==> config.mk <==
export PLATFORM = sky130hd
export DESIGN_NAME = accel_swing_gesture_detector_flat
export DESIGN_NICKNAME = d
export VERILOG_FILES = /design/src/design/asgd_pkg.sv /design/src/design/asgd_in_if.sv /design/src/design/asgd_out_if.sv /design/src/design/asgd_cfg_if.sv /design/src/design/accel_swing_gesture_detector.sv /design/src/flat_wrapper.sv
export SDC_FILE = /design/constraint.sdc
export NUM_CORES = 1
export LEC_CHECK = 0
export ABC_AREA = 1
export BUFFER_PORTS_ARGS = -buffer_cell sky130_fd_sc_hd__buf_2
export CELL_PAD_IN_SITES_DETAIL_PLACEMENT = 0
export CELL_PAD_IN_SITES_GLOBAL_PLACEMENT = 1
export CORE_AREA = 2 2 290 292
export CTS_CLUSTER_DIAMETER = 80
export DETAILED_ROUTE_END_ITERATION = 16
export DIE_AREA = 0 0 292 294
export MAX_ROUTING_LAYER = met4
export PLACE_DENSITY_LB_ADDON = 0.1
export SETUP_SLACK_MARGIN = 0.1
export SYNTH_ARGS = -nofsm -noshare
export SYNTH_HDL_FRONTEND = slang
export SYNTH_SLANG_ARGS = --single-unit
==> constraint.sdc <==
create_clock -name clk -period 14.85 [get_ports clk]
set_input_delay 0 -clock clk [delete_from_list [all_inputs] [get_ports clk]]
set_output_delay 0 -clock clk [all_outputs]
set_load 0.005 [all_outputs]
==> src/design/asgd_pkg.sv <==
// package: widths, register indexes and reset values of the swing gesture detector
`timescale 1ns / 1ps
package asgd_pkg;

  // default window geometry
  localparam int WINDOW_DEF      = 15;
  localparam int SAMPLE_BITS_DEF = 10;

  // fixed field widths
  localparam int THR_W  = 10;
  localparam int CNT_W  = 8;
  localparam int BTN_W  = 11;
  localparam int CODE_W = 3;
  localparam int LED_W  = 4;
  localparam int AXES   = 3;

  // configuration port
  localparam int CFG_IDX_W  = 2;
  localparam int CFG_DATA_W = 10;

  typedef enum logic [CFG_IDX_W-1:0] {
    REG_SWING_THRESHOLD = 2'd0,
    REG_HOLD_TICKS      = 2'd1,
    REG_BLINK_TICKS     = 2'd2
  } cfg_reg_t;

  // reset values
  localparam logic [THR_W-1:0] THRESHOLD_RST  = THR_W'(180);
  localparam logic [CNT_W-1:0] HOLD_RST       = CNT_W'(15);
  localparam logic [CNT_W-1:0] BLINK_RST      = CNT_W'(45);
  localparam logic [CNT_W-1:0] BLINK_CNT_RST  = CNT_W'(15);
  localparam logic [CNT_W-1:0] COUNT_MAX      = CNT_W'(255);
  localparam logic [LED_W-1:0] IDLE_LED       = LED_W'(8);

endpackage

==> src/design/asgd_in_if.sv <==
// interface: sample word channel (three axes and the button mask)
`timescale 1ns / 1ps
interface asgd_in_if #(
  parameter int SAMPLE_BITS = asgd_pkg::SAMPLE_BITS_DEF
);
  logic                        valid;
  logic                        ready;
  logic [SAMPLE_BITS-1:0]      accel_x;
  logic [SAMPLE_BITS-1:0]      accel_y;
  logic [SAMPLE_BITS-1:0]      accel_z;
  logic [asgd_pkg::BTN_W-1:0]  button_mask;

  modport source (output valid, accel_x, accel_y, accel_z, button_mask, input ready);
  modport sink   (input valid, accel_x, accel_y, accel_z, button_mask, output ready);
endinterface

==> src/design/asgd_out_if.sv <==
// interface: result word channel
`timescale 1ns / 1ps
interface asgd_out_if;
  logic                         valid;
  logic                         ready;
  logic                         gesture_seen;
  logic                         gesture_event;
  logic [asgd_pkg::CODE_W-1:0]  gesture_code;
  logic [asgd_pkg::LED_W-1:0]   indicator_leds;
  logic                         button_event;
  logic [asgd_pkg::BTN_W-1:0]   buttons_now;

  modport source (output valid, gesture_seen, gesture_event, gesture_code, indicator_leds,
                  button_event, buttons_now, input ready);
  modport sink   (input valid, gesture_seen, gesture_event, gesture_code, indicator_leds,
                  button_event, buttons_now, output ready);
endinterface

==> src/design/asgd_cfg_if.sv <==
// interface: configuration register write channel
`timescale 1ns / 1ps
interface asgd_cfg_if;
  logic                             valid;
  logic                             ready;
  logic [asgd_pkg::CFG_IDX_W-1:0]   index;
  logic [asgd_pkg::CFG_DATA_W-1:0]  data;

  modport source (output valid, index, data, input ready);
  modport sink   (input valid, index, data, output ready);
endinterface

==> src/design/accel_swing_gesture_detector.sv <==
// top level: swing gesture detector with the sample window in a circular memory
// flow: each accepted word is shifted into the window, the window is scanned from its
//   scan start s to entry WINDOW-1 and the result word is registered; s is one less than
//   the scan start left by the previous word, or 0 when that was 0 (0 after reset)
// a new word is accepted only once the previous word's result has entered the output
//   register; the window memory read port reads one entry per cycle during the scan
// reset: control state cleared; only the first word after reset writes all WINDOW entries
`timescale 1ns / 1ps
module accel_swing_gesture_detector #(
  parameter int WINDOW      = asgd_pkg::WINDOW_DEF,
  parameter int SAMPLE_BITS = asgd_pkg::SAMPLE_BITS_DEF
) (
  input  logic        clk,
  input  logic        rst,
  asgd_in_if.sink     smp,
  asgd_out_if.source  res,
  asgd_cfg_if.sink    cfg
);

  localparam int IDX_W  = (WINDOW > 1) ? $clog2(WINDOW) : 1;
  localparam int SB     = SAMPLE_BITS;
  localparam int WORD_W = asgd_pkg::AXES * SB;
  localparam int CMP_W  = (SB > asgd_pkg::THR_W) ? SB : asgd_pkg::THR_W;
  localparam logic [IDX_W-1:0] LAST_IDX = IDX_W'(WINDOW - 1);

  typedef enum logic [5:0] {
    ST_IDLE  = 6'b000001,
    ST_FILL  = 6'b000010,
    ST_SHIFT = 6'b000100,
    ST_SCAN  = 6'b001000,
    ST_LAST  = 6'b010000,
    ST_EVAL  = 6'b100000
  } state_t;

  state_t state;

  // configuration registers
  logic [asgd_pkg::THR_W-1:0] swing_threshold;
  logic [asgd_pkg::CNT_W-1:0] hold_ticks;
  logic [asgd_pkg::CNT_W-1:0] blink_ticks;

  // tick state
  logic                        window_primed;
  logic [IDX_W-1:0]            head;
  logic [IDX_W-1:0]            fill_cnt;
  logic [IDX_W-1:0]            scan_start;
  logic [SB-1:0]               peak_swing;
  logic                        gesture_held;
  logic [asgd_pkg::CODE_W-1:0] held_code;
  logic [asgd_pkg::CNT_W-1:0]  ticks_since_gesture;
  logic [asgd_pkg::CNT_W-1:0]  ticks_since_blink;
  logic                        blink_level;
  logic [asgd_pkg::LED_W-1:0]  led_pattern;
  logic [asgd_pkg::BTN_W-1:0]  prior_buttons;

  // latched word
  logic [WORD_W-1:0]           smp_word;
  logic [asgd_pkg::BTN_W-1:0]  smp_buttons;

  // window memory
  logic [WORD_W-1:0] win_mem [WINDOW];
  logic              mem_we;
  logic [IDX_W-1:0]  mem_waddr;
  logic [IDX_W-1:0]  rd_addr;
  logic [WORD_W-1:0] rd_data;
  logic              rd_vld;
  logic [IDX_W-1:0]  rd_pos;
  logic [IDX_W-1:0]  rd_idx;
  logic [IDX_W:0]    addr_sum;

  // per-axis extremes
  logic [SB:0]       lo     [asgd_pkg::AXES];
  logic [SB-1:0]     hi     [asgd_pkg::AXES];
  logic [IDX_W-1:0]  lo_pos [asgd_pkg::AXES];
  logic [IDX_W-1:0]  hi_pos [asgd_pkg::AXES];

  // evaluation
  logic [SB-1:0]               mag  [asgd_pkg::AXES];
  logic                        neg  [asgd_pkg::AXES];
  logic [IDX_W-1:0]            epos [asgd_pkg::AXES];
  logic [1:0]                  best;
  logic                        seen;
  logic                        event_flag;
  logic [asgd_pkg::CODE_W-1:0] code;
  logic                        eval_go;

  logic [asgd_pkg::LED_W-1:0]  led_pattern_next;
  logic                        gesture_held_next;
  logic                        blink_level_next;
  logic [asgd_pkg::CNT_W-1:0]  ticks_since_gesture_next;
  logic [asgd_pkg::CNT_W-1:0]  ticks_since_blink_next;
  logic                        blink_reload;

  // output register
  logic                        res_valid;
  logic                        res_seen;
  logic                        res_event;
  logic [asgd_pkg::CODE_W-1:0] res_code;
  logic [asgd_pkg::LED_W-1:0]  res_leds;
  logic                        res_bev;
  logic [asgd_pkg::BTN_W-1:0]  res_buttons;

  assign smp.ready = (state == ST_IDLE);
  assign cfg.ready = 1'b1;

  assign res.valid          = res_valid;
  assign res.gesture_seen   = res_seen;
  assign res.gesture_event  = res_event;
  assign res.gesture_code   = res_code;
  assign res.indicator_leds = res_leds;
  assign res.button_event   = res_bev;
  assign res.buttons_now    = res_buttons;

  assign eval_go = (state == ST_EVAL) && (!res_valid || res.ready);

  // configuration writes
  always_ff @(posedge clk) begin
    if (rst) begin
      swing_threshold <= asgd_pkg::THRESHOLD_RST;
      hold_ticks      <= asgd_pkg::HOLD_RST;
      blink_ticks     <= asgd_pkg::BLINK_RST;
    end else if (cfg.valid) begin
      unique case (cfg.index)
        asgd_pkg::REG_SWING_THRESHOLD: swing_threshold <= cfg.data[asgd_pkg::THR_W-1:0];
        asgd_pkg::REG_HOLD_TICKS:      hold_ticks      <= cfg.data[asgd_pkg::CNT_W-1:0];
        asgd_pkg::REG_BLINK_TICKS:     blink_ticks     <= cfg.data[asgd_pkg::CNT_W-1:0];
        default: ;
      endcase
    end
  end

  // logical window index to physical address
  always_comb begin
    addr_sum = {1'b0, head} + {1'b0, rd_idx};
    if (addr_sum >= (IDX_W + 1)'(WINDOW)) begin
      addr_sum = addr_sum - (IDX_W + 1)'(WINDOW);
    end
    rd_addr   = addr_sum[IDX_W-1:0];
    mem_we    = (state == ST_FILL) || (state == ST_SHIFT);
    mem_waddr = (state == ST_FILL) ? fill_cnt : head;
  end

  // window memory, one write and one registered read per cycle
  always_ff @(posedge clk) begin
    if (mem_we) begin
      win_mem[mem_waddr] <= smp_word;
    end
    rd_data <= win_mem[rd_addr];
  end

  // read pipeline tag
  always_ff @(posedge clk) begin
    if (rst) begin
      rd_vld <= 1'b0;
    end else begin
      rd_vld <= (state == ST_SCAN);
    end
    rd_pos <= rd_idx;
  end

  // min/max tracking over the scan
  always_ff @(posedge clk) begin
    for (int a = 0; a < asgd_pkg::AXES; a++) begin
      if (state == ST_SHIFT) begin
        lo[a]     <= (SB + 1)'(1) << SB;
        hi[a]     <= '0;
        lo_pos[a] <= '0;
        hi_pos[a] <= '0;
      end else if (rd_vld) begin
        if ({1'b0, rd_data[a*SB +: SB]} < lo[a]) begin
          lo[a]     <= {1'b0, rd_data[a*SB +: SB]};
          lo_pos[a] <= rd_pos;
        end
        if (rd_data[a*SB +: SB] > hi[a]) begin
          hi[a]     <= rd_data[a*SB +: SB];
          hi_pos[a] <= rd_pos;
        end
      end
    end
  end

  // swing per axis and the strongest axis
  always_comb begin
    for (int a = 0; a < asgd_pkg::AXES; a++) begin
      mag[a] = hi[a] - lo[a][SB-1:0];
      if (lo_pos[a] <= hi_pos[a]) begin
        neg[a]  = 1'b0;
        epos[a] = hi_pos[a];
      end else begin
        neg[a]  = (hi[a] != lo[a][SB-1:0]);
        epos[a] = lo_pos[a];
      end
    end
    best = 2'd0;
    if (mag[0] < mag[1]) begin
      best = 2'd1;
    end
    if (mag[best] < mag[2]) begin
      best = 2'd2;
    end
    seen = (CMP_W'(mag[best]) >= CMP_W'(swing_threshold)) && (mag[best] >= peak_swing);
    code = seen ? {best, ~neg[best]} : '0;
    event_flag = seen && (!gesture_held || (held_code != code));
  end

  // indicator and tick counters
  always_comb begin
    led_pattern_next  = led_pattern;
    gesture_held_next = gesture_held;
    blink_level_next  = blink_level;
    blink_reload      = 1'b0;
    if (seen) begin
      led_pattern_next  = asgd_pkg::LED_W'(1) << best;
      gesture_held_next = 1'b1;
    end else if (gesture_held) begin
      if (ticks_since_gesture >= hold_ticks) begin
        led_pattern_next  = asgd_pkg::IDLE_LED;
        gesture_held_next = 1'b0;
      end
    end else if (ticks_since_blink >= blink_ticks) begin
      blink_level_next = !blink_level;
      led_pattern_next = blink_level_next ? asgd_pkg::IDLE_LED : '0;
      blink_reload     = 1'b1;
    end

    if (seen) begin
      ticks_since_gesture_next = asgd_pkg::CNT_W'(1);
    end else if (ticks_since_gesture < asgd_pkg::COUNT_MAX) begin
      ticks_since_gesture_next = ticks_since_gesture + asgd_pkg::CNT_W'(1);
    end else begin
      ticks_since_gesture_next = ticks_since_gesture;
    end

    if (blink_reload) begin
      ticks_since_blink_next = asgd_pkg::CNT_W'(1);
    end else if (ticks_since_blink < asgd_pkg::COUNT_MAX) begin
      ticks_since_blink_next = ticks_since_blink + asgd_pkg::CNT_W'(1);
    end else begin
      ticks_since_blink_next = ticks_since_blink;
    end
  end

  // sequencer and tick state
  always_ff @(posedge clk) begin
    if (rst) begin
      state               <= ST_IDLE;
      window_primed       <= 1'b0;
      head                <= '0;
      fill_cnt            <= '0;
      rd_idx              <= '0;
      scan_start          <= '0;
      peak_swing          <= '0;
      gesture_held        <= 1'b0;
      held_code           <= '0;
      ticks_since_gesture <= '0;
      ticks_since_blink   <= asgd_pkg::BLINK_CNT_RST;
      blink_level         <= 1'b1;
      led_pattern         <= asgd_pkg::IDLE_LED;
      prior_buttons       <= '0;
    end else begin
      unique case (state)
        ST_IDLE: begin
          if (smp.valid) begin
            fill_cnt <= '0;
            state    <= window_primed ? ST_SHIFT : ST_FILL;
          end
        end
        ST_FILL: begin
          fill_cnt <= fill_cnt + IDX_W'(1);
          if (fill_cnt == LAST_IDX) begin
            window_primed <= 1'b1;
            state         <= ST_SHIFT;
          end
        end
        ST_SHIFT: begin
          head <= (head == LAST_IDX) ? '0 : head + IDX_W'(1);
          if (scan_start != '0) begin
            scan_start <= scan_start - IDX_W'(1);
            rd_idx     <= scan_start - IDX_W'(1);
          end else begin
            peak_swing <= '0;
            rd_idx     <= '0;
          end
          state <= ST_SCAN;
        end
        ST_SCAN: begin
          if (rd_idx == LAST_IDX) begin
            state <= ST_LAST;
          end else begin
            rd_idx <= rd_idx + IDX_W'(1);
          end
        end
        ST_LAST: begin
          state <= ST_EVAL;
        end
        ST_EVAL: begin
          if (eval_go) begin
            if (seen) begin
              scan_start <= epos[best];
              peak_swing <= mag[best];
              held_code  <= code;
            end
            gesture_held        <= gesture_held_next;
            led_pattern         <= led_pattern_next;
            blink_level         <= blink_level_next;
            ticks_since_gesture <= ticks_since_gesture_next;
            ticks_since_blink   <= ticks_since_blink_next;
            prior_buttons       <= smp_buttons;
            state               <= ST_IDLE;
          end
        end
        default: state <= ST_IDLE;
      endcase
    end
  end

  // capture of the accepted word
  always_ff @(posedge clk) begin
    if (smp.valid && smp.ready) begin
      smp_word    <= {smp.accel_z, smp.accel_y, smp.accel_x};
      smp_buttons <= smp.button_mask;
    end
  end

  // output register
  always_ff @(posedge clk) begin
    if (rst) begin
      res_valid <= 1'b0;
    end else if (eval_go) begin
      res_valid <= 1'b1;
    end else if (res.ready) begin
      res_valid <= 1'b0;
    end
    if (eval_go) begin
      res_seen    <= seen;
      res_event   <= event_flag;
      res_code    <= code;
      res_leds    <= led_pattern_next;
      res_bev     <= (smp_buttons != prior_buttons);
      res_buttons <= smp_buttons;
    end
  end

  // window pointers stay inside the window
  a_ptr_range: assert property (@(posedge clk) disable iff (rst)
    (head <= LAST_IDX) && (scan_start <= LAST_IDX))
    else $error("window pointer out of range");

  // a committed gesture is held with its code on the next cycle
  a_gesture_held: assert property (@(posedge clk) disable iff (rst)
    (eval_go && seen) |=> (gesture_held && (held_code == $past(code))))
    else $error("gesture not held after commit");

  // the scan never starts before the scan start
  a_scan_start: assert property (@(posedge clk) disable iff (rst)
    (state == ST_SCAN) |-> (rd_idx >= scan_start))
    else $error("scan index below scan start");

  // at most one axis bit, or only the idle bit, is lit
  a_leds: assert property (@(posedge clk) disable iff (rst)
    $onehot0(led_pattern))
    else $error("indicator pattern has several bits set");

endmodule

==> src/flat_wrapper.sv <==
// flat-port wrapper written by rule: the top's interface ports become plain ports
module accel_swing_gesture_detector_flat 
#(
  parameter int WINDOW      = asgd_pkg::WINDOW_DEF,
  parameter int SAMPLE_BITS = asgd_pkg::SAMPLE_BITS_DEF
)
  (clk, rst, smp_valid, smp_accel_x, smp_accel_y, smp_accel_z, smp_button_mask, smp_ready, res_valid, res_gesture_seen, res_gesture_event, res_gesture_code, res_indicator_leds, res_button_event, res_buttons_now, res_ready, cfg_valid, cfg_index, cfg_data, cfg_ready);
  asgd_in_if #(.SAMPLE_BITS(SAMPLE_BITS)) smp_i ();
  asgd_out_if res_i ();
  asgd_cfg_if cfg_i ();
  input  logic clk;
  input  logic rst;
  input wire logic [$bits(smp_i.valid)-1:0] smp_valid;
  input wire logic [$bits(smp_i.accel_x)-1:0] smp_accel_x;
  input wire logic [$bits(smp_i.accel_y)-1:0] smp_accel_y;
  input wire logic [$bits(smp_i.accel_z)-1:0] smp_accel_z;
  input wire logic [$bits(smp_i.button_mask)-1:0] smp_button_mask;
  output wire logic [$bits(smp_i.ready)-1:0] smp_ready;
  output wire logic [$bits(res_i.valid)-1:0] res_valid;
  output wire logic [$bits(res_i.gesture_seen)-1:0] res_gesture_seen;
  output wire logic [$bits(res_i.gesture_event)-1:0] res_gesture_event;
  output wire logic [$bits(res_i.gesture_code)-1:0] res_gesture_code;
  output wire logic [$bits(res_i.indicator_leds)-1:0] res_indicator_leds;
  output wire logic [$bits(res_i.button_event)-1:0] res_button_event;
  output wire logic [$bits(res_i.buttons_now)-1:0] res_buttons_now;
  input wire logic [$bits(res_i.ready)-1:0] res_ready;
  input wire logic [$bits(cfg_i.valid)-1:0] cfg_valid;
  input wire logic [$bits(cfg_i.index)-1:0] cfg_index;
  input wire logic [$bits(cfg_i.data)-1:0] cfg_data;
  output wire logic [$bits(cfg_i.ready)-1:0] cfg_ready;
  assign smp_i.valid = smp_valid;
  assign smp_i.accel_x = smp_accel_x;
  assign smp_i.accel_y = smp_accel_y;
  assign smp_i.accel_z = smp_accel_z;
  assign smp_i.button_mask = smp_button_mask;
  assign smp_ready = smp_i.ready;
  assign res_valid = res_i.valid;
  assign res_gesture_seen = res_i.gesture_seen;
  assign res_gesture_event = res_i.gesture_event;
  assign res_gesture_code = res_i.gesture_code;
  assign res_indicator_leds = res_i.indicator_leds;
  assign res_button_event = res_i.button_event;
  assign res_buttons_now = res_i.buttons_now;
  assign res_i.ready = res_ready;
  assign cfg_i.valid = cfg_valid;
  assign cfg_i.index = cfg_index;
  assign cfg_i.data = cfg_data;
  assign cfg_ready = cfg_i.ready;
  accel_swing_gesture_detector #(.WINDOW(WINDOW), .SAMPLE_BITS(SAMPLE_BITS)) u_core (.clk(clk), .rst(rst), .smp(smp_i), .res(res_i), .cfg(cfg_i));
endmodule
==> flow_summary.ini <==
[pwr]
p_per_area_mw_per_mm2 = 140
ir_drop_mv = 0.0963
leakagePower_nw = 14.6

[worst_setup_path]
worst-r2r-setup-slack_ps = 7370
arrival_ps = 7930
critPathKind = reg2reg
critPathMaxFanout = 34
end_kind = flop
r2r.worst_path.cells = 32
slowest_delay_ps = 580
crit_slowest_cell = nand2_1
cp-start-kind = flop
crit_required_ps = 15300
cpMostUsedCell = nand2_1
r2r_start = u_core.hi[0][0]
r2r-end = u_core.peak_swing[9]

[die]
die_area_sq_mm = 0.0858
rows = 106
core_sq_mm = 0.0829
fp.dieH_microns = 294
pin_count = 82
start_util = 0.395
die_w_microns = 292

[clock_tree]
root_buffer = clkbuf_16
clkLatencyLatePin_ps = 650
clkSinkCount = 730
cts_made_buffers = 83
htree_levels = 3
tritoncts = built
cts_setup_buffers = 0
cts.reportedPaths.clkPinSlew_ps = 60
clock_path_buffers = 3

[timing]
maxSlewHeadroom = 0.324
fmax_ghz = 0.134
setup_viol = 0
final.setup_skew_ps = 51.3
fin_setup_tns_ps = 0
setup_slack_ps = 7370
period_minus_slack_ps = 7480
tightest_slew_ps = 1010
maxSlewViolCount = 0
rsz0062_at_grt = false
fin_crit_sh = 0.504
finalHoldViolCount = 0

[logic_synthesis]
syn-num-nets = 3168
synth-compound-area-share = 0.129
syn_inst = 2944
syn_area_per_cell_sq_um = 11.1
yosys_warnings = 0
ys.flop_type = edfxtp_1
synthSimpleGateAreaFrac = 0.110
synth_seq_area_share = 0.629
synthArstFlopShare = 0
synth_mux_area_frac = 0.00172
synth_top_family_by_area = compound AO/OA/AOI/OAI gates
yosysUniqueCellTypes = 54
netlist_area_sq_mm = 0.0327
synth_edf_count = 598
synth-xor-area-share = 0.0125
synthAdderAreaFrac = 0.0644
synth_seq_cells = 730

[placed_design]
portBuffers = 80
dp_slack_ps = 7320
place_inst = 4011
gp_congestion = 0.842
dp_hpwl_microns = 50000

[outcome]
outcome = completed

[drt]
vias = 22000
wirelength_microns = 86400
ant_nets = 0
routed_via_density = 5.21
avgRoutedWirePerCell_microns = 20.4
drc = 0
drtPass1Iterations = 6
drt_iter0_drc = 1310

[final_layout]
final_cells = 4231
nFillCells = 7628
drive_above_1_share = 0.0867
finish.utilization = 0.455
area_growth_pct = 15.1
layout.nets = 3306

[hold_path]
min_from = smp_accel_x[6]
holdCritPathClass = in2reg
min_to = u_core.smp_word[6]
hold_path_depth = 2

[grt]
grtUsageTotal = 0.208
antenna_found_initial = 3
grt_pass1_wl_microns = 132000
grt_max_degree = 163
first_global_vias = 21900
grt-ovfl-total = 0

[run]
maxCapViolCount = 0
[sequential cells by signal, indices dropped and copies added (netlist names), 8 cells and up]
register and flops:
u_core.hi_pos 12, u_core.hi 30, u_core.smp_buttons 11, u_core.prior_buttons 11
u_core.ticks_since_blink 8, u_core.lo 33, u_core.win_mem 450, u_core.blink_ticks 8
u_core.ticks_since_gesture 8, u_core.peak_swing 10, u_core.lo_pos 12, u_core.res.buttons_now 11
u_core.swing_threshold 10, u_core.rd_data 30, u_core.hold_ticks 8, u_core.smp_word 30
[per-stage QoR]
step	hold WS (ps)	total power, W	cell area (sq um)
2_1_floorplan	98.9	0.00302	32700
3_3_place_gp	177	0.00330	34300
3_5_place_dp	178	0.00332	34300
4_1_cts	11.9	0.00534	37700
5_1_grt	40.0	0.00554	37700
6_report	55.8	0.00527	37700
[cell families (layout without fill, tap and decap cells)]
group                      Yosys count  in the layout
AOI/OAI and AO/OA                  722            722
other                                1              2
adders and majority gates          166            166
and+or+nand+nor                    836            836
muxes                                5              5
DFF                                730            730
xor gates and xnor gates            45             45
buffers and inverters              439            645
[report_power, final]
group          internal, W  leakage (nW)  switching (W)  total [W]
registers          0.00238          6.34       0.000109    0.00249
logic             0.000247          6.92       0.000534   0.000781
clock network      0.00116          1.29       0.000830    0.00199
total              0.00379          14.6        0.00147    0.00527
[cell type report]
cell class              count  area [sq um]  area share
repair buffers            173          1280      0.0339
diodes                      1          2.50   0.0000664
clock inverters            30           363     0.00963
inverters                 319          1210      0.0320
multi-input cells        1775         10600       0.280
well taps                1080          1350      0.0359
flip-flops and latches    730         20600       0.547
clock buffers             123          2320      0.0615
[cell usage after synthesis, types with 2 or more instances]
cell type,number,area (sq um)
edfxtp_1,598,18000
nor4_1,2,12.5
a31o_2,2,17.5
a21oi_1,130,651
xnor2_2,2,32.5
a31oi_1,10,62.6
nand2_2,2,12.5
ha_1,162,2030
nand3_2,2,20.0
a21boi_0,2,15.0
inv_2,7,26.3
inv_1,311,1170
fa_1,4,80.1
nand4_1,20,125
nor3_1,31,155
a211oi_1,5,37.5
o2111ai_1,6,52.6
clkbuf_2,9,45.0
buf_4,11,82.6
xnor2_1,12,105
o211ai_1,44,330
nor2_2,2,12.5
a21o_1,7,52.6
o21ai_0,290,1450
o22ai_1,6,37.5
o21bai_1,146,1100
o21ai_1,57,285
mux2_2,5,56.3
nor2_1,226,848
a221oi_1,2,17.5
xor2_1,31,272
o21a_1,8,60.1
buf_2,36,180
nand3_1,215,1080
dfxtp_1,132,2640
nand2_1,321,1200
or2_2,8,50.1
clkbuf_1,64,240
[worst max path at each step]
stage	start	end	slack, ps	cells after the start
6_report	u_core.hi[0][0]	u_core.peak_swing[9]	7370	32
5_1_grt	u_core.hi[1][0]	u_core.ticks_since_blink[3]	6420	34
4_1_cts	u_core.hi[0][0]	u_core.peak_swing[9]	7290	32
2_1_floorplan	u_core.hi[0][0]	u_core.ticks_since_blink[3]	9150	37
3_3_place_gp	u_core.hi[0][0]	u_core.held_code[1]	7590	34
3_5_place_dp	u_core.hi[0][0]	u_core.held_code[2]	7320	32
[timing repair]
action,CTS,global route
resized for setup,0,0
hold buffers,66,0
hold endpoints to repair,83,0
[cell usage in the layout (no fill, tap or decap), types with 9 or more instances in the layout]
master         netlist  final
edfxtp_1           598    598
nand2_1            321    321
inv_1              311    310
o21ai_0            290    290
nand3_1            215    215
nor2_1             226    209
ha_1               162    162
o21bai_1           146    146
dfxtp_1            132    132
a21oi_1            130    130
clkbuf_16            0     84
buf_2               36     80
dlygate4sd3_1        0     66
o21ai_1             57     57
o211ai_1            44     44
clkbuf_1            64     32
nor3_1              31     31
xor2_1              31     31
buf_4               11     26
nand4_1             20     20
nor2_4               0     18
xnor2_1             12     12
a31oi_1             10     10
clkinv_2             0     10
clkinv_1             1      9
[worst max-delay path: cells and delay by family (launching register included)]
family | cells | cell delay, ps
compound gates | 9 | 1850
simple gates | 13 | 2560
buf+inv | 4 | 730
fa+ha+maj | 5 | 1490
xor+xnor | 1 | 260
flops | 1 | 400
[metal layers]
metal / GRT usage / vias up / wire length [microns]
li1: - / 10700 / -
met1: 0.267 / 10700 / 38900
met2: 0.341 / 427 / 41500
met3: 0.0290 / 162 / 3260
met4: 0.0664 / 0 / 2700
met5: - / - / 0
Note: power is estimated with default switching activity, not from simulation.
